[src/hw/rtl/cks_pkg.sv]
// Shared types and constants of the chaotic keystream cipher.
package cks_pkg;

  localparam int unsigned GroupBytes = 12;

  localparam logic [31:0] KeyXReset   = 32'd456372;
  localparam logic [31:0] KeyYReset   = 32'd4372;
  localparam logic [31:0] KeyZReset   = 32'd56;
  localparam logic [31:0] MaskReset   = 32'd65395;
  localparam logic [31:0] MultReset   = 32'd787;
  localparam logic [4:0]  ShiftReset  = 5'd5;
  localparam logic [7:0]  HeaderReset = 8'd22;

  typedef enum logic [2:0] {
    RegKeyX       = 3'd0,
    RegKeyY       = 3'd1,
    RegKeyZ       = 3'd2,
    RegMask       = 3'd3,
    RegMult       = 3'd4,
    RegShift      = 3'd5,
    RegHeaderSkip = 3'd6
  } reg_idx_e;

  typedef enum logic [1:0] {
    CmdPass   = 2'd0,
    CmdLoad   = 2'd1,
    CmdUpdate = 2'd2,
    CmdUse    = 2'd3
  } cmd_kind_e;

  typedef enum logic [2:0] {
    SeqIdle = 3'd0,
    SeqCoup = 3'd1,
    SeqMulX = 3'd2,
    SeqMulY = 3'd3,
    SeqMulZ = 3'd4,
    SeqSumZ = 3'd5
  } seq_state_e;

  typedef struct packed {
    logic [31:0] key_x;
    logic [31:0] key_y;
    logic [31:0] key_z;
    logic [31:0] coupling_mask;
    logic [31:0] multiplier;
    logic [4:0]  shift_amount;
    logic [7:0]  header_skip;
  } cfg_t;

  typedef struct packed {
    cmd_kind_e   kind;
    logic [3:0]  pos;
    logic [7:0]  data;
    logic        last;
  } cmd_t;

  typedef struct packed {
    logic [7:0] out_byte;
    logic       last;
  } res_t;

endpackage

[src/hw/rtl/cks_fifo.sv]
// Small first-in first-out queue built from registers.
module cks_fifo #(
  parameter int unsigned DataWidth = 8,
  parameter int unsigned Depth     = 2
) (
  input  logic                 clk_i,
  input  logic                 rst_ni,
  input  logic                 push_i,
  input  logic [DataWidth-1:0] data_i,
  output logic                 full_o,
  input  logic                 pop_i,
  output logic [DataWidth-1:0] data_o,
  output logic                 empty_o
);

  localparam int unsigned AddrW = (Depth > 1) ? $clog2(Depth) : 1;

  logic [DataWidth-1:0] mem_q [Depth];
  logic [AddrW-1:0]     wr_ptr_q, wr_ptr_d, rd_ptr_q, rd_ptr_d;
  logic [AddrW:0]       count_q, count_d;
  logic                 do_push, do_pop;

  assign full_o  = (count_q == (AddrW + 1)'(Depth));
  assign empty_o = (count_q == '0);
  assign do_push = push_i && !full_o;
  assign do_pop  = pop_i && !empty_o;
  assign data_o  = mem_q[rd_ptr_q];

  always_comb begin
    wr_ptr_d = wr_ptr_q;
    rd_ptr_d = rd_ptr_q;
    count_d  = count_q;
    if (do_push) begin
      wr_ptr_d = (wr_ptr_q == AddrW'(Depth - 1)) ? '0 : wr_ptr_q + 1'b1;
    end
    if (do_pop) begin
      rd_ptr_d = (rd_ptr_q == AddrW'(Depth - 1)) ? '0 : rd_ptr_q + 1'b1;
    end
    if (do_push && !do_pop) begin
      count_d = count_q + 1'b1;
    end else if (do_pop && !do_push) begin
      count_d = count_q - 1'b1;
    end
  end

  always_ff @(posedge clk_i or negedge rst_ni) begin
    if (!rst_ni) begin
      wr_ptr_q <= '0;
      rd_ptr_q <= '0;
      count_q  <= '0;
    end else begin
      wr_ptr_q <= wr_ptr_d;
      rd_ptr_q <= rd_ptr_d;
      count_q  <= count_d;
    end
  end

  always_ff @(posedge clk_i) begin
    if (do_push) begin
      mem_q[wr_ptr_q] <= data_i;
    end
  end

endmodule

[src/hw/rtl/cks_front.sv]
// Front end: accepts bytes and tags each with its place in the stream.
module cks_front (
  input  logic            clk_i,
  input  logic            rst_ni,
  input  logic            push_i,
  input  logic [7:0]      data_byte_i,
  input  logic            start_req_i,
  input  logic            last_in_i,
  input  logic [7:0]      header_skip_i,
  input  logic            cmd_full_i,
  output logic            cmd_push_o,
  output cks_pkg::cmd_t   cmd_o
);

  logic [7:0] hdr_cnt_q, hdr_cnt_d, hdr_cnt_eff;
  logic [3:0] grp_pos_q, grp_pos_d, grp_pos_eff;
  logic       loaded_q, loaded_d, loaded_eff;
  logic       accept;

  assign accept     = push_i && !cmd_full_i;
  assign cmd_push_o = accept;

  // A start flag restarts the stream before this byte is looked at.
  assign hdr_cnt_eff = start_req_i ? '0 : hdr_cnt_q;
  assign grp_pos_eff = start_req_i ? '0 : grp_pos_q;
  assign loaded_eff  = start_req_i ? 1'b0 : loaded_q;

  always_comb begin
    hdr_cnt_d  = hdr_cnt_q;
    grp_pos_d  = grp_pos_q;
    loaded_d   = loaded_q;
    cmd_o.data = data_byte_i;
    cmd_o.last = last_in_i;
    cmd_o.pos  = grp_pos_eff;
    cmd_o.kind = cks_pkg::CmdUse;
    if (hdr_cnt_eff < header_skip_i) begin
      cmd_o.kind = cks_pkg::CmdPass;
      hdr_cnt_d  = hdr_cnt_eff + 1'b1;
      grp_pos_d  = grp_pos_eff;
      loaded_d   = loaded_eff;
    end else begin
      if (grp_pos_eff == '0) begin
        cmd_o.kind = loaded_eff ? cks_pkg::CmdUpdate : cks_pkg::CmdLoad;
      end
      hdr_cnt_d = hdr_cnt_eff;
      loaded_d  = 1'b1;
      grp_pos_d = (grp_pos_eff == 4'(cks_pkg::GroupBytes - 1)) ? '0 : grp_pos_eff + 1'b1;
    end
    if (last_in_i) begin
      hdr_cnt_d = '0;
      grp_pos_d = '0;
      loaded_d  = 1'b0;
    end
  end

  always_ff @(posedge clk_i or negedge rst_ni) begin
    if (!rst_ni) begin
      hdr_cnt_q <= '0;
      grp_pos_q <= '0;
      loaded_q  <= 1'b0;
    end else if (accept) begin
      hdr_cnt_q <= hdr_cnt_d;
      grp_pos_q <= grp_pos_d;
      loaded_q  <= loaded_d;
    end
  end

endmodule

[src/hw/rtl/cks_back.sv]
// Back end: holds the three maps, precomputes their next values and
// enciphers the tagged bytes.
module cks_back (
  input  logic            clk_i,
  input  logic            rst_ni,
  input  cks_pkg::cfg_t   cfg_i,
  input  logic            cfg_write_i,
  input  logic            cmd_empty_i,
  input  cks_pkg::cmd_t   cmd_i,
  output logic            cmd_pop_o,
  input  logic            res_full_i,
  output logic            res_push_o,
  output cks_pkg::res_t   res_o
);

  cks_pkg::seq_state_e state_q, state_d;

  logic [31:0] map_x_q, map_y_q, map_z_q;
  logic [31:0] nxt_x_q, nxt_y_q, nxt_z_q;
  logic [31:0] coup_q, prod_q;
  logic        nxt_valid_q, nxt_valid_d;
  logic        fire, maps_change, restart;

  logic [1:0]  mul_sel;
  logic        coup_load, prod_load;
  logic        sum_x, sum_y, sum_z;
  logic [31:0] mul_op, sum_map, sum_val;

  logic [31:0] word_x, word_y, word_z, word;

  // An update may only go ahead once the next map values are ready.
  assign fire = !cmd_empty_i && !res_full_i &&
                ((cmd_i.kind != cks_pkg::CmdUpdate) || nxt_valid_q);
  assign cmd_pop_o   = fire;
  assign res_push_o  = fire;
  assign maps_change = fire && ((cmd_i.kind == cks_pkg::CmdLoad) ||
                                (cmd_i.kind == cks_pkg::CmdUpdate));
  assign restart     = maps_change || cfg_write_i;

  always_comb begin
    state_d = state_q;
    case (state_q)
      cks_pkg::SeqIdle: state_d = cks_pkg::SeqIdle;
      cks_pkg::SeqCoup: state_d = cks_pkg::SeqMulX;
      cks_pkg::SeqMulX: state_d = cks_pkg::SeqMulY;
      cks_pkg::SeqMulY: state_d = cks_pkg::SeqMulZ;
      cks_pkg::SeqMulZ: state_d = cks_pkg::SeqSumZ;
      cks_pkg::SeqSumZ: state_d = cks_pkg::SeqIdle;
      default:          state_d = cks_pkg::SeqIdle;
    endcase
    if (restart) begin
      state_d = cks_pkg::SeqCoup;
    end
  end

  always_comb begin
    mul_sel     = 2'd0;
    coup_load   = 1'b0;
    prod_load   = 1'b0;
    sum_x       = 1'b0;
    sum_y       = 1'b0;
    sum_z       = 1'b0;
    nxt_valid_d = nxt_valid_q;
    case (state_q)
      cks_pkg::SeqCoup: coup_load = 1'b1;
      cks_pkg::SeqMulX: begin
        prod_load = 1'b1;
        mul_sel   = 2'd0;
      end
      cks_pkg::SeqMulY: begin
        prod_load = 1'b1;
        mul_sel   = 2'd1;
        sum_x     = 1'b1;
      end
      cks_pkg::SeqMulZ: begin
        prod_load = 1'b1;
        mul_sel   = 2'd2;
        sum_y     = 1'b1;
      end
      cks_pkg::SeqSumZ: begin
        sum_z       = 1'b1;
        nxt_valid_d = 1'b1;
      end
      default: ;
    endcase
    if (restart) begin
      nxt_valid_d = 1'b0;
    end
  end

  always_comb begin
    case (mul_sel)
      2'd0:    mul_op = map_x_q;
      2'd1:    mul_op = map_y_q;
      default: mul_op = map_z_q;
    endcase
    if (sum_x) begin
      sum_map = map_x_q;
    end else if (sum_y) begin
      sum_map = map_y_q;
    end else begin
      sum_map = map_z_q;
    end
  end

  assign sum_val = prod_q + (sum_map >> cfg_i.shift_amount) + coup_q;

  // Map words as they stand once this byte's group has begun.
  always_comb begin
    case (cmd_i.kind)
      cks_pkg::CmdLoad: begin
        word_x = cfg_i.key_x;
        word_y = cfg_i.key_y;
        word_z = cfg_i.key_z;
      end
      cks_pkg::CmdUpdate: begin
        word_x = nxt_x_q;
        word_y = nxt_y_q;
        word_z = nxt_z_q;
      end
      default: begin
        word_x = map_x_q;
        word_y = map_y_q;
        word_z = map_z_q;
      end
    endcase
    if (cmd_i.pos < 4'd4) begin
      word = word_x;
    end else if (cmd_i.pos < 4'd8) begin
      word = word_y;
    end else begin
      word = word_z;
    end
  end

  always_comb begin
    res_o.last = cmd_i.last;
    if (cmd_i.kind == cks_pkg::CmdPass) begin
      res_o.out_byte = cmd_i.data;
    end else begin
      case (cmd_i.pos[1:0])
        2'd0:    res_o.out_byte = cmd_i.data ^ word[7:0];
        2'd1:    res_o.out_byte = cmd_i.data ^ word[15:8];
        2'd2:    res_o.out_byte = cmd_i.data ^ word[23:16];
        default: res_o.out_byte = cmd_i.data ^ word[31:24];
      endcase
    end
  end

  always_ff @(posedge clk_i or negedge rst_ni) begin
    if (!rst_ni) begin
      state_q     <= cks_pkg::SeqIdle;
      nxt_valid_q <= 1'b0;
      map_x_q     <= '0;
      map_y_q     <= '0;
      map_z_q     <= '0;
    end else begin
      state_q     <= state_d;
      nxt_valid_q <= nxt_valid_d;
      if (maps_change) begin
        map_x_q <= word_x;
        map_y_q <= word_y;
        map_z_q <= word_z;
      end
    end
  end

  always_ff @(posedge clk_i) begin
    if (coup_load) begin
      coup_q <= cfg_i.coupling_mask & (map_x_q ^ map_y_q ^ map_z_q);
    end
    if (prod_load) begin
      prod_q <= cfg_i.multiplier * mul_op;
    end
    if (sum_x) begin
      nxt_x_q <= sum_val;
    end
    if (sum_y) begin
      nxt_y_q <= sum_val;
    end
    if (sum_z) begin
      nxt_z_q <= sum_val;
    end
  end

endmodule

[src/hw/rtl/chaotic_keystream_xor.sv]
// Top level of the chaotic keystream cipher: registers, queues and both ends.
//
//   Channel   Handshake             Payload
//   input     push / full           data_byte_i, start_req_i, last_in_i
//   result    empty / pop           out_byte_o, last_out_o
//   config    cfg_valid_i / ready   cfg_index_i, cfg_data_i
//
// One byte is taken and one result given per cycle unless a queue is full or a group
// start waits; a byte is held in the command queue and its result in the result queue.
// The next map values are worked out by one shared 32-bit multiplier after each
// map change, so a group start only waits after a register write.
// Reset clears the counters, queues and maps; a full result queue stalls the back end.
module chaotic_keystream_xor #(
  parameter int unsigned CmdDepth = 4,
  parameter int unsigned ResDepth = 2
) (
  input  logic        clk_i,
  input  logic        rst_ni,
  input  logic        push,
  output logic        full,
  input  logic [7:0]  data_byte_i,
  input  logic        start_req_i,
  input  logic        last_in_i,
  output logic        empty,
  input  logic        pop,
  output logic [7:0]  out_byte_o,
  output logic        last_out_o,
  input  logic        cfg_valid_i,
  output logic        cfg_ready_o,
  input  logic [2:0]  cfg_index_i,
  input  logic [31:0] cfg_data_i
);

  cks_pkg::cfg_t cfg_q;
  cks_pkg::cmd_t front_cmd, back_cmd;
  cks_pkg::res_t back_res, out_res;

  logic [$bits(cks_pkg::cmd_t)-1:0] cmd_rd_data;
  logic [$bits(cks_pkg::res_t)-1:0] res_rd_data;
  logic cfg_write, cmd_push, cmd_full, cmd_pop, cmd_empty, res_push, res_full;

  assign cfg_ready_o = 1'b1;
  assign cfg_write   = cfg_valid_i && cfg_ready_o;

  always_ff @(posedge clk_i or negedge rst_ni) begin
    if (!rst_ni) begin
      cfg_q.key_x         <= cks_pkg::KeyXReset;
      cfg_q.key_y         <= cks_pkg::KeyYReset;
      cfg_q.key_z         <= cks_pkg::KeyZReset;
      cfg_q.coupling_mask <= cks_pkg::MaskReset;
      cfg_q.multiplier    <= cks_pkg::MultReset;
      cfg_q.shift_amount  <= cks_pkg::ShiftReset;
      cfg_q.header_skip   <= cks_pkg::HeaderReset;
    end else if (cfg_write) begin
      case (cks_pkg::reg_idx_e'(cfg_index_i))
        cks_pkg::RegKeyX:       cfg_q.key_x         <= cfg_data_i;
        cks_pkg::RegKeyY:       cfg_q.key_y         <= cfg_data_i;
        cks_pkg::RegKeyZ:       cfg_q.key_z         <= cfg_data_i;
        cks_pkg::RegMask:       cfg_q.coupling_mask <= cfg_data_i;
        cks_pkg::RegMult:       cfg_q.multiplier    <= cfg_data_i;
        cks_pkg::RegShift:      cfg_q.shift_amount  <= cfg_data_i[4:0];
        cks_pkg::RegHeaderSkip: cfg_q.header_skip   <= cfg_data_i[7:0];
        default: ;
      endcase
    end
  end

  cks_front u_front (
    .clk_i         (clk_i),
    .rst_ni        (rst_ni),
    .push_i        (push),
    .data_byte_i   (data_byte_i),
    .start_req_i   (start_req_i),
    .last_in_i     (last_in_i),
    .header_skip_i (cfg_q.header_skip),
    .cmd_full_i    (cmd_full),
    .cmd_push_o    (cmd_push),
    .cmd_o         (front_cmd)
  );

  assign full = cmd_full;

  cks_fifo #(
    .DataWidth ($bits(cks_pkg::cmd_t)),
    .Depth     (CmdDepth)
  ) u_cmd_fifo (
    .clk_i   (clk_i),
    .rst_ni  (rst_ni),
    .push_i  (cmd_push),
    .data_i  (front_cmd),
    .full_o  (cmd_full),
    .pop_i   (cmd_pop),
    .data_o  (cmd_rd_data),
    .empty_o (cmd_empty)
  );

  assign back_cmd = cmd_rd_data;

  cks_back u_back (
    .clk_i       (clk_i),
    .rst_ni      (rst_ni),
    .cfg_i       (cfg_q),
    .cfg_write_i (cfg_write),
    .cmd_empty_i (cmd_empty),
    .cmd_i       (back_cmd),
    .cmd_pop_o   (cmd_pop),
    .res_full_i  (res_full),
    .res_push_o  (res_push),
    .res_o       (back_res)
  );

  cks_fifo #(
    .DataWidth ($bits(cks_pkg::res_t)),
    .Depth     (ResDepth)
  ) u_res_fifo (
    .clk_i   (clk_i),
    .rst_ni  (rst_ni),
    .push_i  (res_push),
    .data_i  (back_res),
    .full_o  (res_full),
    .pop_i   (pop),
    .data_o  (res_rd_data),
    .empty_o (empty)
  );

  assign out_res    = res_rd_data;
  assign out_byte_o = out_res.out_byte;
  assign last_out_o = out_res.last;

endmodule
[config.mk]
export PLATFORM = sky130hd
export DESIGN_NAME = chaotic_keystream_xor
export DESIGN_NICKNAME = d
export VERILOG_FILES = /design/src/hw/rtl/cks_pkg.sv /design/src/hw/rtl/cks_fifo.sv /design/src/hw/rtl/cks_front.sv /design/src/hw/rtl/cks_back.sv /design/src/hw/rtl/chaotic_keystream_xor.sv
export SDC_FILE = /design/constraint.sdc
export NUM_CORES = 2
export LEC_CHECK = 0
export ABC_CLOCK_PERIOD_IN_PS = 11360
export BUFFER_PORTS_ARGS = -buffer_cell sky130_fd_sc_hd__clkbuf_2
export CAP_MARGIN = 20
export CORE_MARGIN = 2
export CORE_UTILIZATION = 45
export CTS_CLUSTER_DIAMETER = 100
export DETAILED_ROUTE_END_ITERATION = 6
export PLACE_DENSITY = 0.61
export SLEW_MARGIN = 10
export SYNTH_ARGS = -nofsm -noshare
export SYNTH_HDL_FRONTEND = slang
export SYNTH_SLANG_ARGS = --single-unit
[constraint.sdc]
create_clock -name clk_i -period 11.36 [get_ports clk_i]
set_input_delay 2.272 -clock clk_i [delete_from_list [all_inputs] [get_ports clk_i]]
set_output_delay 2.272 -clock clk_i [all_outputs]
set_load 0.02 [all_outputs]
==> impl_summary.md <==
Placement
After detailed placement, the design holds a cell count of 5285. Port buffering added 60 buffers. The detailed-placement wirelength estimate is 95.5 mm. The worst setup timing slack at the placement stage is 1.94 ns. The routability congestion estimate is around 0.95.

Worst setup path
The startpoint kind of the worst setup timing path is a flop. The largest single stage delay on the critical path is 0.66 ns. The endpoint of the worst-slack reg-to-reg timing path is u_back.prod_q[29]$_DFFE_PP_.

The dominant delay contributor by cell family on the critical path is adder cells. STA puts the critical path data required time at about 12 ns. In this design, the critical path's most frequently occurring cell is sky130_fd_sc_hd__fa_1. The startpoint of the lowest-slack register-to-register path is u_back.state_q[2]$_DFF_PN0_. The maximum fanout along the worst path is 45. Across all register-to-register paths, the minimum setup slack is roughly 1.8 ns.

The sort of element at the end of the critical path is a flop. For the worst setup path, the data arrival time is ~9.9 ns. The depth of the most critical reg-to-reg path is 29. On the critical path, the stage with the largest delay is an instance of sky130_fd_sc_hd__or3b_4. The critical path is of the flop to flop type. The combined buffer and inverter count along the critical path is 5.

Hold path
The startpoint of the most critical hold path is u_front.hdr_cnt_q[3]$_DFFE_PN0P_. The worst hold-check path type is flop to flop. The instance count along the most critical hold path is 1. The endpoint of the worst hold-timing path is u_front.hdr_cnt_q[3]$_DFFE_PN0P_.

Detailed routing
The detail-routed via count per cell is 5.74. The routed wirelength normalized by instance count is 24.0 um. The count of routing violations after the opening detailed-route iteration is approximately 2800.

For this run, design rule violations remaining after detail routing come to 0. The number of search-and-repair iterations in the first detailed-routing pass is 6. The final route contains 31000 vias. In this run the remaining antenna-violating nets after routing total 0. The overall routed net length is between 100 and 150 mm.

Clock tree
The clock insertion delay at the later pin of the skew report is around 0.65 ns. In this run, CTS created clock tree buffers numbering 59. TritonCTS built the clock tree. The root buffer selected by CTS is sky130_fd_sc_hd__clkbuf_16.

Post-CTS repair changed the size of 0 cells. The number of buffers inserted by hold repair at cts is 0. Post-CTS timing repair inserted 0 buffers for setup. The CTS clock-pin slew for the worst setup and hold paths is ~0.06 ns.

The maximum buffer depth of the clock tree is 3. CTS saw roughly 540 sinks. CTS built an H-tree with a depth of 2.

Synth
The post-synthesis cell type with the largest combined area is sky130_fd_sc_hd__fa_1. The number of warnings issued by yosys is 0. In the synthesized netlist, the cells that appear most often are 486 x sky130_fd_sc_hd__inv_1, 441 x sky130_fd_sc_hd__fa_1, 410 x sky130_fd_sc_hd__nand2_1, 340 x sky130_fd_sc_hd__and2_1, 255 x sky130_fd_sc_hd__dfrtp_1. The count of flip-flops with a built-in enable after synthesis is roughly 240. The async set or reset register ratio after synthesis is 55.5%. The mapped netlist covers 43700 um^2. Counting flops and latches in the post-synthesis netlist gives roughly 540. The net count after synthesis is 4792. Dividing the synthesized area by the synthesized cell count gives about 11 um^2. After synthesis, flip-flops and latches occupy between 30% and 40% of the total area. The synthesized netlist cell count is a little over 4000. The post-synthesis cell type count is 77.

sky130_fd_sc_hd__inv_1 is the most common cell in the netlist. Yosys attributes the largest share of cell area to sky130_fd_sc_hd__fa_1 20%, sky130_fd_sc_hd__edfxtp_1 16%, sky130_fd_sc_hd__dfrtp_1 15%, sky130_fd_sc_hd__mux2_2 5.6%, sky130_fd_sc_hd__ha_1 5.0%. The most frequently used flop master after synthesis is sky130_fd_sc_hd__dfrtp_1. Summed over its instances, the top area cell type makes up roughly a fifth of the synthesized netlist area.

Global route
Global routing consumed, over all layers together, 26.5% of the routing resources. Entering global routing, the biggest net connects 90 pins. The first global-routing pass estimated ~200 mm of wire. The number of antenna violations at the first check in global routing is 7. After global routing the overflow that remains totals 0. The number of global-route vias before repair is 31300.

STA
The worst path uses 84.2% of the clock period. Setup repair after global routing left no endpoint under its margin. The sum of negative setup slack is 0 ns. The smallest setup slack after layout is between 1.5 and 2 ns. The final number of setup-violating endpoints is 0. The final critical delay including setup and external delays is roughly 9.6 ns. Derived from the worst setup path, the maximum achievable clock frequency is 0.105 GHz.

The count of pins over their slew limit is 0. Measured against its own limit, the worst slew margin works out to between 20 and 30%. The final hold violation count is 0. For the pin with the worst max-slew slack, the measured transition is approximately 1.1 ns. Across the routed clock network, the largest skew measured is 0.0404 ns.

Floorplanning
The floorplan row count is between 100 and 150. The initial utilization of the core area, before any placement, comes to a little under half. The core footprint is between 90000 and 100000 um^2. The die height is between 300 and 400 um.

The overall die area is ~100000 um^2. For this design the top-level I/O count stands at 62. From left edge to right edge, the die measures ~320 um.

Cells and area
From synthesis to final layout, the design area changed by 8.19%. The register cell area after layout is between 10000 and 15000 um^2. The number of inserted filler cells in the final layout is ~9000. Cells fill between 40% and 50% of the core in the end. In the final design database the tool counted 4734 nets. The multi-input combinational cell area is about 26000 um^2. The finished layout holds 5399 standard cells, fillers aside.

In the final layout, the share of cells above drive strength 1 is a little over an eighth.

Job
The max-cap violation count is 0.

Outcome
The flow ran to the end, and the final reports show no timing, DRC or antenna violations.
-- worst max path at each step --
| stage | from | to | depth (start not counted) |
|---|---|---|---|
| after detailed placement | u_back.state_q[2]$_DFF_PN0_ | u_back.prod_q[29]$_DFFE_PP_ | 29 |
| after CTS | u_back.state_q[2]$_DFF_PN0_ | u_back.prod_q[29]$_DFFE_PP_ | 29 |
| after global routing | u_back.state_q[2]$_DFF_PN0_ | u_back.prod_q[29]$_DFFE_PP_ | 29 |
| final | u_back.state_q[2]$_DFF_PN0_ | u_back.prod_q[29]$_DFFE_PP_ | 29 |
| after global placement | u_back.state_q[1]$_DFF_PN0_ | u_back.prod_q[29]$_DFFE_PP_ | 29 |
| after floorplan | u_back.state_q[0]$_DFF_PN0_ | u_back.prod_q[29]$_DFFE_PP_ | 33 |
-- registers in the layout, indices dropped and copies added, names as in the netlist --
| name | cells |
|---|---|
| u_back.prod_q | 32 |
| u_cmd_fifo.wr_ptr_q | 2 |
| u_front.grp_pos_q | 4 |
| u_front.loaded_q | 1 |
| u_res_fifo.wr_ptr_q | 1 |
| u_front.hdr_cnt_q | 8 |
| u_back.state_q | 3 |
| u_back.nxt_y_q | 32 |
| u_cmd_fifo.mem_q | 60 |
| u_cmd_fifo.rd_ptr_q | 2 |
| u_back.map_y_q | 32 |
| u_back.map_x_q | 32 |
| u_cmd_fifo.count_q | 3 |
| u_back.nxt_z_q | 32 |
| u_back.map_z_q | 32 |
| u_res_fifo.count_q | 2 |
| u_res_fifo.mem_q | 18 |
| u_back.nxt_x_q | 32 |
| u_back.coup_q | 32 |
| cfg_q | 173 |
| u_res_fifo.rd_ptr_q | 1 |
| u_back.nxt_valid_q | 1 |
-- layout make-up --
type | instances | area share (%)
antenna | 2 | 0.0106
clock inverter | 19 | 0.521
clock buffer | 93 | 3.67
inverter | 493 | 3.92
tap | 1276 | 3.38
timing repair buffer | 138 | 1.90
sequential | 535 | 31.0
multi-input combinational | 2843 | 55.6
-- routing by layer --
metal	track usage, %	share of wire [%]
met5	0	0.018
met4	8.33	3.4
met3	3.03	6.6
met2	42.4	46
met1	38.0	44
-- kinds of logic after synthesis --
kind of cell    count (synthesis)  share of synthesized area (%)
flops                         535                           33.5
fa+ha+maj                     614                           25.2
other cells                     1                        0.00858
simple gates                 1089                           12.1
xor+xnor                      197                           4.07
mux                           288                           7.75
buf+inv                       750                           6.65
compound gates                654                           10.8
-- layout by cell type, fill, tap and decap left out, drive strengths merged, types with 79 or more instances in the layout --
master	Yosys	layout
inv	487	491
fa	441	441
nand2	412	412
and2	340	340
dfrtp	255	255
edfxtp	238	238
mux2	218	218
nor2	196	196
ha	173	173
xnor2	159	159
clkbuf	204	152
a21oi	116	116
o21ai	91	91
buf	53	79
-- per-stage QoR --
stage | cell area (um^2) | hold WS (ns)
final | 47300 | 0.483
after global routing | 47300 | 0.500
after CTS | 47300 | 0.483
after detailed placement | 45300 | 0.477
after global placement | 45300 | 0.463
after floorplan | 43700 | 0.443
Power is left out: the tool's default activity adds up to more than one toggle a clock period on the data nets, which glitch-free logic cannot reach.
